$ cat src/smr_pkg.sv
// Shared types, codes and key routing tables for the split matrix receiver.
// No dependencies; every other source file except smr_if.sv imports this package.
`default_nettype none

package smr_pkg;

    localparam int unsigned STORE_LEN = 14;
    localparam int unsigned ROW_COUNT = 6;
    localparam int unsigned KEY_COUNT = 35;
    localparam int unsigned IDX_W     = 4;

    localparam logic [7:0]       FRAME_END   = 8'hE0;
    localparam logic [7:0]       IDLE_STATUS = 8'd100;
    localparam logic [7:0]       LIMIT_RESET = 8'd3;
    localparam logic [IDX_W-1:0] LAST_IDX    = IDX_W'(STORE_LEN);

    typedef enum logic [1:0] {
        OP_LEFT  = 2'd0,
        OP_RIGHT = 2'd1,
        OP_TICK  = 2'd2,
        OP_POLL  = 2'd3
    } op_t;

    typedef enum logic {
        ST_IDLE,
        ST_STREAM
    } state_t;

    typedef struct packed {
        logic load_left;
        logic load_right;
        logic tick;
        logic start_poll;
        logic advance;
    } smr_cmd_t;

    typedef struct packed {
        logic at_last;
    } smr_sts_t;

    typedef logic [5:0] key_map_t [KEY_COUNT];

    // Destination of each key bit: row * 8 + bit within the row byte.
    localparam key_map_t LEFT_MAP = '{
        6'd0,  6'd1,  6'd2,  6'd3,  6'd4,  6'd5,  6'd6,
        6'd8,  6'd9,  6'd10, 6'd11, 6'd12, 6'd13, 6'd14,
        6'd16, 6'd17, 6'd18, 6'd19, 6'd20, 6'd21,
        6'd24, 6'd25, 6'd26, 6'd27, 6'd28, 6'd29, 6'd30,
        6'd32, 6'd33, 6'd34, 6'd35, 6'd36, 6'd38,
        6'd45, 6'd46
    };

    localparam key_map_t RIGHT_MAP = '{
        6'd6,  6'd5,  6'd4,  6'd3,  6'd2,  6'd1,  6'd0,
        6'd14, 6'd13, 6'd12, 6'd11, 6'd10, 6'd9,  6'd8,
        6'd22, 6'd21, 6'd20, 6'd19, 6'd18, 6'd17,
        6'd30, 6'd29, 6'd28, 6'd27, 6'd26, 6'd25, 6'd24,
        6'd38, 6'd37, 6'd36, 6'd35, 6'd33, 6'd32,
        6'd41, 6'd40
    };

    // Scatter the key bits of one half into its six row bytes.
    function automatic logic [8*ROW_COUNT-1:0] route_keys(
        input logic [KEY_COUNT-1:0] keys,
        input logic                 right_side
    );
        logic [8*ROW_COUNT-1:0] rows;
        logic [5:0]             dst;
        rows = '0;
        for (int k = 0; k < KEY_COUNT; k++)
        begin
            dst = right_side ? RIGHT_MAP[k] : LEFT_MAP[k];
            if (keys[k])
            begin
                rows[dst] = 1'b1;
            end
        end
        return rows;
    endfunction

endpackage

`default_nettype wire

$ cat src/smr_if.sv
// Handshake channel interfaces: packet/command items in, report bytes out.
// Depends on nothing; payload widths are fixed by the item format.
`default_nettype none

interface smr_in_if;
    logic       valid;
    logic       ready;
    logic [1:0] operation;
    logic [7:0] payload_byte0;
    logic [7:0] payload_byte1;
    logic [7:0] payload_byte2;
    logic [7:0] payload_byte3;
    logic [7:0] payload_byte4;
    logic [7:0] payload_status;

    modport source (
        output valid, operation, payload_byte0, payload_byte1, payload_byte2,
               payload_byte3, payload_byte4, payload_status,
        input  ready
    );
    modport sink (
        input  valid, operation, payload_byte0, payload_byte1, payload_byte2,
               payload_byte3, payload_byte4, payload_status,
        output ready
    );
endinterface

interface smr_out_if;
    logic       valid;
    logic       ready;
    logic [7:0] report_byte;
    logic       last_byte;

    modport source (
        output valid, report_byte, last_byte,
        input  ready
    );
    modport sink (
        input  valid, report_byte, last_byte,
        output ready
    );
endinterface

`default_nettype wire

$ cat src/smr_ctrl.sv
// Control state machine: decodes accepted items and sequences a report poll.
// Depends on smr_pkg for op codes, states and command/status structs.
`default_nettype none

module smr_ctrl
    import smr_pkg::*;
(
    input  wire logic     clk,
    input  wire logic     rst_n,
    input  wire logic     in_valid,
    input  wire logic [1:0] in_op,
    output logic          in_ready,
    output logic          out_valid,
    input  wire logic     out_ready,
    output smr_cmd_t      cmd,
    input  wire smr_sts_t sts
);

    state_t state_reg;
    state_t state_next;
    op_t    op;

    assign op = op_t'(in_op);

    always_ff @(posedge clk or negedge rst_n)
    begin
        if (!rst_n)
        begin
            state_reg <= ST_IDLE;
        end
        else
        begin
            state_reg <= state_next;
        end
    end

    always_comb
    begin
        state_next = state_reg;
        cmd        = '0;
        in_ready   = 1'b0;
        out_valid  = 1'b0;
        unique case (state_reg)
            ST_IDLE:
            begin
                in_ready = 1'b1;
                if (in_valid)
                begin
                    unique case (op)
                        OP_LEFT:  cmd.load_left  = 1'b1;
                        OP_RIGHT: cmd.load_right = 1'b1;
                        OP_TICK:  cmd.tick       = 1'b1;
                        OP_POLL:
                        begin
                            cmd.start_poll = 1'b1;
                            state_next     = ST_STREAM;
                        end
                        default: ;
                    endcase
                end
            end
            ST_STREAM:
            begin
                out_valid = 1'b1;
                if (out_ready)
                begin
                    cmd.advance = 1'b1;
                    if (sts.at_last)
                    begin
                        state_next = ST_IDLE;
                    end
                end
            end
            default: state_next = ST_IDLE;
        endcase
    end

endmodule

`default_nettype wire

$ cat src/smr_datapath.sv
// Datapath: report store, idle counters, limit register and frame byte select.
// Depends on smr_pkg for key routing, constants and command/status structs.
`default_nettype none

module smr_datapath
    import smr_pkg::*;
(
    input  wire logic       clk,
    input  wire logic       rst_n,
    input  wire logic       cfg_wr_en,
    input  wire logic [7:0] cfg_wr_data,
    input  wire logic [7:0] payload_byte0,
    input  wire logic [7:0] payload_byte1,
    input  wire logic [7:0] payload_byte2,
    input  wire logic [7:0] payload_byte3,
    input  wire logic [7:0] payload_byte4,
    input  wire logic [7:0] payload_status,
    input  wire smr_cmd_t   cmd,
    output smr_sts_t        sts,
    output logic [7:0]      report_byte,
    output logic            last_byte
);

    logic [7:0]       store_reg [STORE_LEN];
    logic [7:0]       limit_reg;
    logic [7:0]       left_count_reg;
    logic [7:0]       right_count_reg;
    logic [IDX_W-1:0] idx_reg;

    logic [KEY_COUNT-1:0]   keys;
    logic [8*ROW_COUNT-1:0] rows;
    logic [7:0]             left_sum;
    logic [7:0]             right_sum;
    logic                   left_inc;
    logic                   right_inc;
    logic                   left_expire;
    logic                   right_expire;

    assign keys = {payload_byte4[2:0], payload_byte3, payload_byte2,
                   payload_byte1, payload_byte0};
    assign rows = route_keys(keys, cmd.load_right);

    assign left_inc     = left_count_reg < limit_reg;
    assign right_inc    = right_count_reg < limit_reg;
    assign left_sum     = left_count_reg + 8'd1;
    assign right_sum    = right_count_reg + 8'd1;
    assign left_expire  = left_inc && (left_sum == limit_reg);
    assign right_expire = right_inc && (right_sum == limit_reg);

    always_ff @(posedge clk or negedge rst_n)
    begin
        if (!rst_n)
        begin
            limit_reg <= LIMIT_RESET;
        end
        else if (cfg_wr_en)
        begin
            limit_reg <= cfg_wr_data;
        end
    end

    always_ff @(posedge clk or negedge rst_n)
    begin
        if (!rst_n)
        begin
            for (int i = 0; i < STORE_LEN; i++)
            begin
                store_reg[i] <= '0;
            end
            left_count_reg  <= '0;
            right_count_reg <= '0;
        end
        else
        begin
            if (cmd.load_left || cmd.load_right)
            begin
                for (int k = 0; k < ROW_COUNT; k++)
                begin
                    store_reg[2*k + int'(cmd.load_right)] <= rows[8*k +: 8];
                end
                store_reg[2*ROW_COUNT + int'(cmd.load_right)] <= payload_status;
                if (cmd.load_left)
                begin
                    left_count_reg <= '0;
                end
                else
                begin
                    right_count_reg <= '0;
                end
            end
            if (cmd.tick)
            begin
                if (left_inc)
                begin
                    left_count_reg <= left_sum;
                end
                if (right_inc)
                begin
                    right_count_reg <= right_sum;
                end
                if (left_expire)
                begin
                    for (int k = 0; k < ROW_COUNT; k++)
                    begin
                        store_reg[2*k] <= '0;
                    end
                    store_reg[2*ROW_COUNT] <= IDLE_STATUS;
                end
                if (right_expire)
                begin
                    for (int k = 0; k < ROW_COUNT; k++)
                    begin
                        store_reg[2*k + 1] <= '0;
                    end
                    store_reg[2*ROW_COUNT + 1] <= IDLE_STATUS;
                end
            end
        end
    end

    // Frame position counter: store bytes first, closing byte at LAST_IDX.
    always_ff @(posedge clk or negedge rst_n)
    begin
        if (!rst_n)
        begin
            idx_reg <= '0;
        end
        else if (cmd.start_poll)
        begin
            idx_reg <= '0;
        end
        else if (cmd.advance)
        begin
            idx_reg <= idx_reg + IDX_W'(1);
        end
    end

    always_comb
    begin
        last_byte   = (idx_reg == LAST_IDX);
        sts.at_last = last_byte;
        if (idx_reg < LAST_IDX)
        begin
            report_byte = store_reg[idx_reg];
        end
        else
        begin
            report_byte = FRAME_END;
        end
    end

endmodule

`default_nettype wire

$ cat src/split_matrix_merge_and_report.sv
// Top level of the split keyboard matrix receiver: controller plus datapath.
// Depends on smr_pkg, smr_if.sv, smr_ctrl.sv and smr_datapath.sv.
//
//  channel     dir  handshake      payload
//  ---------   ---  -------------  ------------------------------------------
//  packet_in   in   valid/ready    operation, payload_byte0..4, payload_status
//  report_out  out  valid/ready    report_byte, last_byte
//  cfg         in   cfg_wr_en      cfg_wr_data -> idle_tick_limit
//
//  Packet and tick items are accepted while idle; the block is ready again the
//  next cycle. A poll item streams 15 bytes, one per cycle in which
//  report_out.ready is high, paced by the frame position counter; packet_in
//  is held off until the closing 0xE0 byte is taken.
//  Reset (rst_n low, asynchronous) clears the store and both idle counters
//  and sets the tick limit to 3; no clearing pass is needed.
//  A stall on report_out holds the current byte and the frame position.
`default_nettype none

module split_matrix_merge_and_report
    import smr_pkg::*;
(
    input  wire logic       clk,
    input  wire logic       rst_n,
    input  wire logic       cfg_wr_en,
    input  wire logic [7:0] cfg_wr_data,
    smr_in_if.sink          packet_in,
    smr_out_if.source       report_out
);

    smr_cmd_t cmd;
    smr_sts_t sts;

    // Decode accepted items and pace the report frame.
    smr_ctrl u_ctrl (
        .clk       (clk),
        .rst_n     (rst_n),
        .in_valid  (packet_in.valid),
        .in_op     (packet_in.operation),
        .in_ready  (packet_in.ready),
        .out_valid (report_out.valid),
        .out_ready (report_out.ready),
        .cmd       (cmd),
        .sts       (sts)
    );

    // Hold the store and counters, route key bits, select frame bytes.
    smr_datapath u_datapath (
        .clk            (clk),
        .rst_n          (rst_n),
        .cfg_wr_en      (cfg_wr_en),
        .cfg_wr_data    (cfg_wr_data),
        .payload_byte0  (packet_in.payload_byte0),
        .payload_byte1  (packet_in.payload_byte1),
        .payload_byte2  (packet_in.payload_byte2),
        .payload_byte3  (packet_in.payload_byte3),
        .payload_byte4  (packet_in.payload_byte4),
        .payload_status (packet_in.payload_status),
        .cmd            (cmd),
        .sts            (sts),
        .report_byte    (report_out.report_byte),
        .last_byte      (report_out.last_byte)
    );

endmodule

`default_nettype wire

$ cat src/flat_wrapper.sv
// flat-port wrapper written by rule: the top's interface ports become plain ports
module split_matrix_merge_and_report_flat import smr_pkg::*;
  (clk, rst_n, cfg_wr_en, cfg_wr_data, packet_in_valid, packet_in_operation, packet_in_payload_byte0, packet_in_payload_byte1, packet_in_payload_byte2, packet_in_payload_byte3, packet_in_payload_byte4, packet_in_payload_status, packet_in_ready, report_out_valid, report_out_report_byte, report_out_last_byte, report_out_ready);
  smr_in_if packet_in_i ();
  smr_out_if report_out_i ();
  input  wire logic clk;
  input  wire logic rst_n;
  input  wire logic cfg_wr_en;
  input  wire logic [7:0] cfg_wr_data;
  input wire logic [$bits(packet_in_i.valid)-1:0] packet_in_valid;
  input wire logic [$bits(packet_in_i.operation)-1:0] packet_in_operation;
  input wire logic [$bits(packet_in_i.payload_byte0)-1:0] packet_in_payload_byte0;
  input wire logic [$bits(packet_in_i.payload_byte1)-1:0] packet_in_payload_byte1;
  input wire logic [$bits(packet_in_i.payload_byte2)-1:0] packet_in_payload_byte2;
  input wire logic [$bits(packet_in_i.payload_byte3)-1:0] packet_in_payload_byte3;
  input wire logic [$bits(packet_in_i.payload_byte4)-1:0] packet_in_payload_byte4;
  input wire logic [$bits(packet_in_i.payload_status)-1:0] packet_in_payload_status;
  output wire logic [$bits(packet_in_i.ready)-1:0] packet_in_ready;
  output wire logic [$bits(report_out_i.valid)-1:0] report_out_valid;
  output wire logic [$bits(report_out_i.report_byte)-1:0] report_out_report_byte;
  output wire logic [$bits(report_out_i.last_byte)-1:0] report_out_last_byte;
  input wire logic [$bits(report_out_i.ready)-1:0] report_out_ready;
  assign packet_in_i.valid = packet_in_valid;
  assign packet_in_i.operation = packet_in_operation;
  assign packet_in_i.payload_byte0 = packet_in_payload_byte0;
  assign packet_in_i.payload_byte1 = packet_in_payload_byte1;
  assign packet_in_i.payload_byte2 = packet_in_payload_byte2;
  assign packet_in_i.payload_byte3 = packet_in_payload_byte3;
  assign packet_in_i.payload_byte4 = packet_in_payload_byte4;
  assign packet_in_i.payload_status = packet_in_payload_status;
  assign packet_in_ready = packet_in_i.ready;
  assign report_out_valid = report_out_i.valid;
  assign report_out_report_byte = report_out_i.report_byte;
  assign report_out_last_byte = report_out_i.last_byte;
  assign report_out_i.ready = report_out_ready;
  split_matrix_merge_and_report u_core (.clk(clk), .rst_n(rst_n), .cfg_wr_en(cfg_wr_en), .cfg_wr_data(cfg_wr_data), .packet_in(packet_in_i), .report_out(report_out_i));
endmodule
$ cat config.mk
export PLATFORM = sky130hd
export DESIGN_NAME = split_matrix_merge_and_report_flat
export DESIGN_NICKNAME = d
export VERILOG_FILES = /design/src/smr_pkg.sv /design/src/smr_if.sv /design/src/smr_ctrl.sv /design/src/smr_datapath.sv /design/src/split_matrix_merge_and_report.sv /design/src/flat_wrapper.sv
export SDC_FILE = /design/constraint.sdc
export NUM_CORES = 1
export LEC_CHECK = 0
export ABC_AREA = 0
export BUFFER_PORTS_ARGS = -buffer_cell sky130_fd_sc_hd__buf_2
export CORE_ASPECT_RATIO = 1.75
export CORE_UTILIZATION = 45
export DETAILED_ROUTE_END_ITERATION = 6
export PLACE_DENSITY = 0.76
export RECOVER_POWER = 50
export SLEW_MARGIN = 20
export SYNTH_ARGS = -nofsm -noshare
export SYNTH_HDL_FRONTEND = slang
export SYNTH_HIERARCHICAL = 1
export SYNTH_SLANG_ARGS = --single-unit
$ cat constraint.sdc
create_clock -name clk -period 2.6 [get_ports clk]
set_input_delay 0.13 -clock clk [delete_from_list [all_inputs] [get_ports clk]]
set_output_delay 0.13 -clock clk [all_outputs]
set_load 0.05 [all_outputs]
==> run summary <==
hold path depth -> 2
fmax -> 0.390 GHz
CP peak stage delay -> 610 ps
Avg Vias per Cell -> 5.79
die area -> 0.0167 mm²
Hold Vio Cnt, Final -> 0
wire length per cell -> 19.2 µm
Layout area overhead -> 26.0%
Hold Crit Start -> packet_in_operation[1]
post-route clock period utilization -> 98.5%
CTS tree -> done
CP top delay family -> simple AND/OR/NAND/NOR gates
core footprint -> 0.0159 mm²
Starting DRT DRC Count -> 549
ant diodes -> 0
Pwr Density -> 1030 mW/mm²
first-pass GRT wire length -> 30,200 µm
synthesized instance count -> 710
Logic pwr share -> 38.4%
Num CTS Buffers -> 17
Buf+Inv Stages, Crit Path -> 3
Post-synth ARST share -> 100%
register area share after synthesis -> 48.4%
EDFF count, synth -> 0
slowest CP cell -> or4_4
Sequential Power Share -> 37.5%
grt total ovfl -> 0
worst-skew pair later-pin latency -> 420 ps
Synth Flop Type -> dfrtp_1
max reg flops -> 112
die height -> 170 µm
reg2reg setup slack -> 40 ps
Final Power -> 9.43 mW
skew final -> 6.88 ps
max-slew violations -> 0
Detailed Route WL -> 20,000 µm
min-delay worst type -> in -> reg
DR pass1 iterations -> 7
DR DRC count -> 0
finished layout cell area -> 0.00920 mm²
Arr. time, crit path -> 2870 ps
leakage -> 4.21 nW
count of input and output buffers -> 68
H-Tree Level Count -> 4
Setup crit end kind -> register
Critical Path Stages -> 9
Final GP Congestion -> 0.832
NetSw -> 3.60 mW
DR vias -> 6,014
sw frac -> 38.2%
Setup CP Type -> reg -> reg
slew of the pin with the lowest slew margin -> 1100 ps
clock period minus final worst setup slack -> 2560 ps
vias in the first global route -> 5,998
most frequent CP cell -> a21oi_1
internal power -> 5.83 mW
ANT nets after route -> 0
syn nets -> 793
Finish-stage setup viols -> 0
CP required -> 2910 ps
antenna violations before repair -> 0
crit path cell chain -> inv_1 > ha_1 > a21oi_1 > o2111ai_1 > or4_4 > nor3_4 > buf_12 > clkbuf_16 > a21oi_1
post-place instance area -> 0.00797 mm²
Synth Area per Inst -> 10.3 µm²
reg2reg path depth -> 9
CP Launch Type -> register
FILL cells -> 1,261
Clock transition at path regs -> 60 ps
worst-path maximum fanout -> 8
Max Cap Viol -> 0
Netlist cell types -> 51
Max Buffers Root-to-Sink -> 2
clock tree sinks -> 141
status -> completed
end of the worst register-to-register path -> u_core/u_datapath/store_reg[104]
Clock power frac -> 24.0%
register bit total from synthesis -> 141
die width -> 98.3 µm
Final nets -> 921
Ys Warns -> 6
Syn Std Cell Area -> 0.00730 mm²
WHS Endpoint -> u_core/u_ctrl/state_reg
layout cells sized above 1 -> 20.6%
largest net degree at the start of global routing -> 90
reg2reg start -> u_core/u_datapath/limit_reg[4]
FP Rows -> 61
CTS root buffer -> clkbuf_16
initial core utilization -> 46.0%
All-Layer GR Usage -> 23.6%
Slew headroom -> 26.8%
I/O pins -> 74
Detailed Place HPWL -> 12,400 µm
Peak VDD IR -> 0.746 mV
## cell families after synthesis
kind of cell,Yosys count,synth area share (%)
compound gates,112,9.76
flops,141,48.4
fa+ha+maj,20,3.43
mux,79,14.5
simple gates,270,17.0
xor+xnor,24,2.88
buf+inv,64,4.03
## power groups by stage
stage	Clock [mW]	Combinational, mW	Sequential (mW)
after floorplan	0	2.61	3.30
after global placement	0	3.40	3.49
after detailed placement	0	3.48	3.53
after CTS	2.30	3.56	3.51
after global routing	2.41	3.88	3.61
final	2.27	3.62	3.54
## how the worst max path moves through the flow
stage                                        start                                to  slack [ps]
floorplan           u_core/u_datapath/limit_reg[1]    u_core/u_datapath/store_reg[0]         200
global placement    u_core/u_datapath/limit_reg[1]   u_core/u_datapath/store_reg[25]         120
detailed placement  u_core/u_datapath/limit_reg[1]   u_core/u_datapath/store_reg[25]          80
CTS                   u_core/u_datapath/idx_reg[0]         report_out_report_byte[1]          50
global route          u_core/u_datapath/idx_reg[0]         report_out_report_byte[6]          -1
finish              u_core/u_datapath/limit_reg[4]  u_core/u_datapath/store_reg[104]          40
## metal layers
layer	GRT usage [%]	part of all wire, %	wire length [µm]	vias up
li1	-	-	-	2734
met1	26.1	36	7180	2975
met2	41.2	54	10800	228
met3	5.05	4.8	961	77
met4	14.7	5.4	1080	0
met5	0	0	0	-
## stage by stage
| stage | hold slack, ps | setup TNS [ps] | instances | util (%) | worst slack [ps] |
|---|---|---|---|---|---|
| 3_3_place_gp | 260 | 0 | 949 | 50.2 | 123 |
| 4_1_cts | 10.8 | 0 | 1032 | 57.0 | 50.9 |
| 2_1_floorplan | -166 | 0 | 710 | - | 204 |
| 5_1_grt | 14.5 | -1.41 | 1039 | 57.9 | -1.41 |
| 6_report | 17.8 | 0 | 1039 | 57.9 | 38.4 |
| 3_5_place_dp | 260 | 0 | 949 | 50.2 | 78.6 |
## Yosys cell counts, drive strengths merged, types with 11 or more instances
master | instances | area, µm²
and3 | 12 | 76.3
mux4 | 21 | 473
a21oi | 51 | 255
nand3 | 11 | 60.1
dfrtp | 139 | 3480
clkbuf | 27 | 101
nor2 | 65 | 244
nand2 | 131 | 492
xnor2 | 18 | 158
inv | 17 | 63.8
buf | 20 | 129
nor3b | 16 | 125
mux2i | 56 | 561
o21ai | 18 | 90.1
nor2b | 11 | 71.3
ha | 20 | 250
## what timing repair did
| action | 4_1_cts | 5_1_grt |
|---|---|---|
| endpoints found under the hold margin | 167 | 0 |
| setup buffers | 0 | 2 |
| gates resized for setup | 1 | 8 |
| endpoints found under the setup margin | 4 | 49 |
| hold buffers | 52 | 0 |
| cloned | 0 | 5 |
| pin swaps | 0 | 4 |
## final cells by class
class | count | area [µm²] | area share [%]
Multi-Input combinational cell | 505 | 3510 | 38.1
Inverter | 17 | 63.8 | 0.694
Clock inverter | 13 | 120 | 1.31
Tap cell | 189 | 236 | 2.57
Timing Repair Buffer | 156 | 1310 | 14.2
Sequential cell | 141 | 3530 | 38.4
Clock buffer | 18 | 429 | 4.67
## cell usage in the layout, fill, tap and decap left out, types with 19 or more instances in the layout
master and instances:
clkbuf_16 21, ha_1 20, mux4_2 21, a21oi_1 50
dfrtp_1 138, buf_2 67, nand2_1 130, dlygate4sd3_1 52
buf_4 19, nor2_1 64, mux2i_1 56
Power figures use the tool's default switching activity.
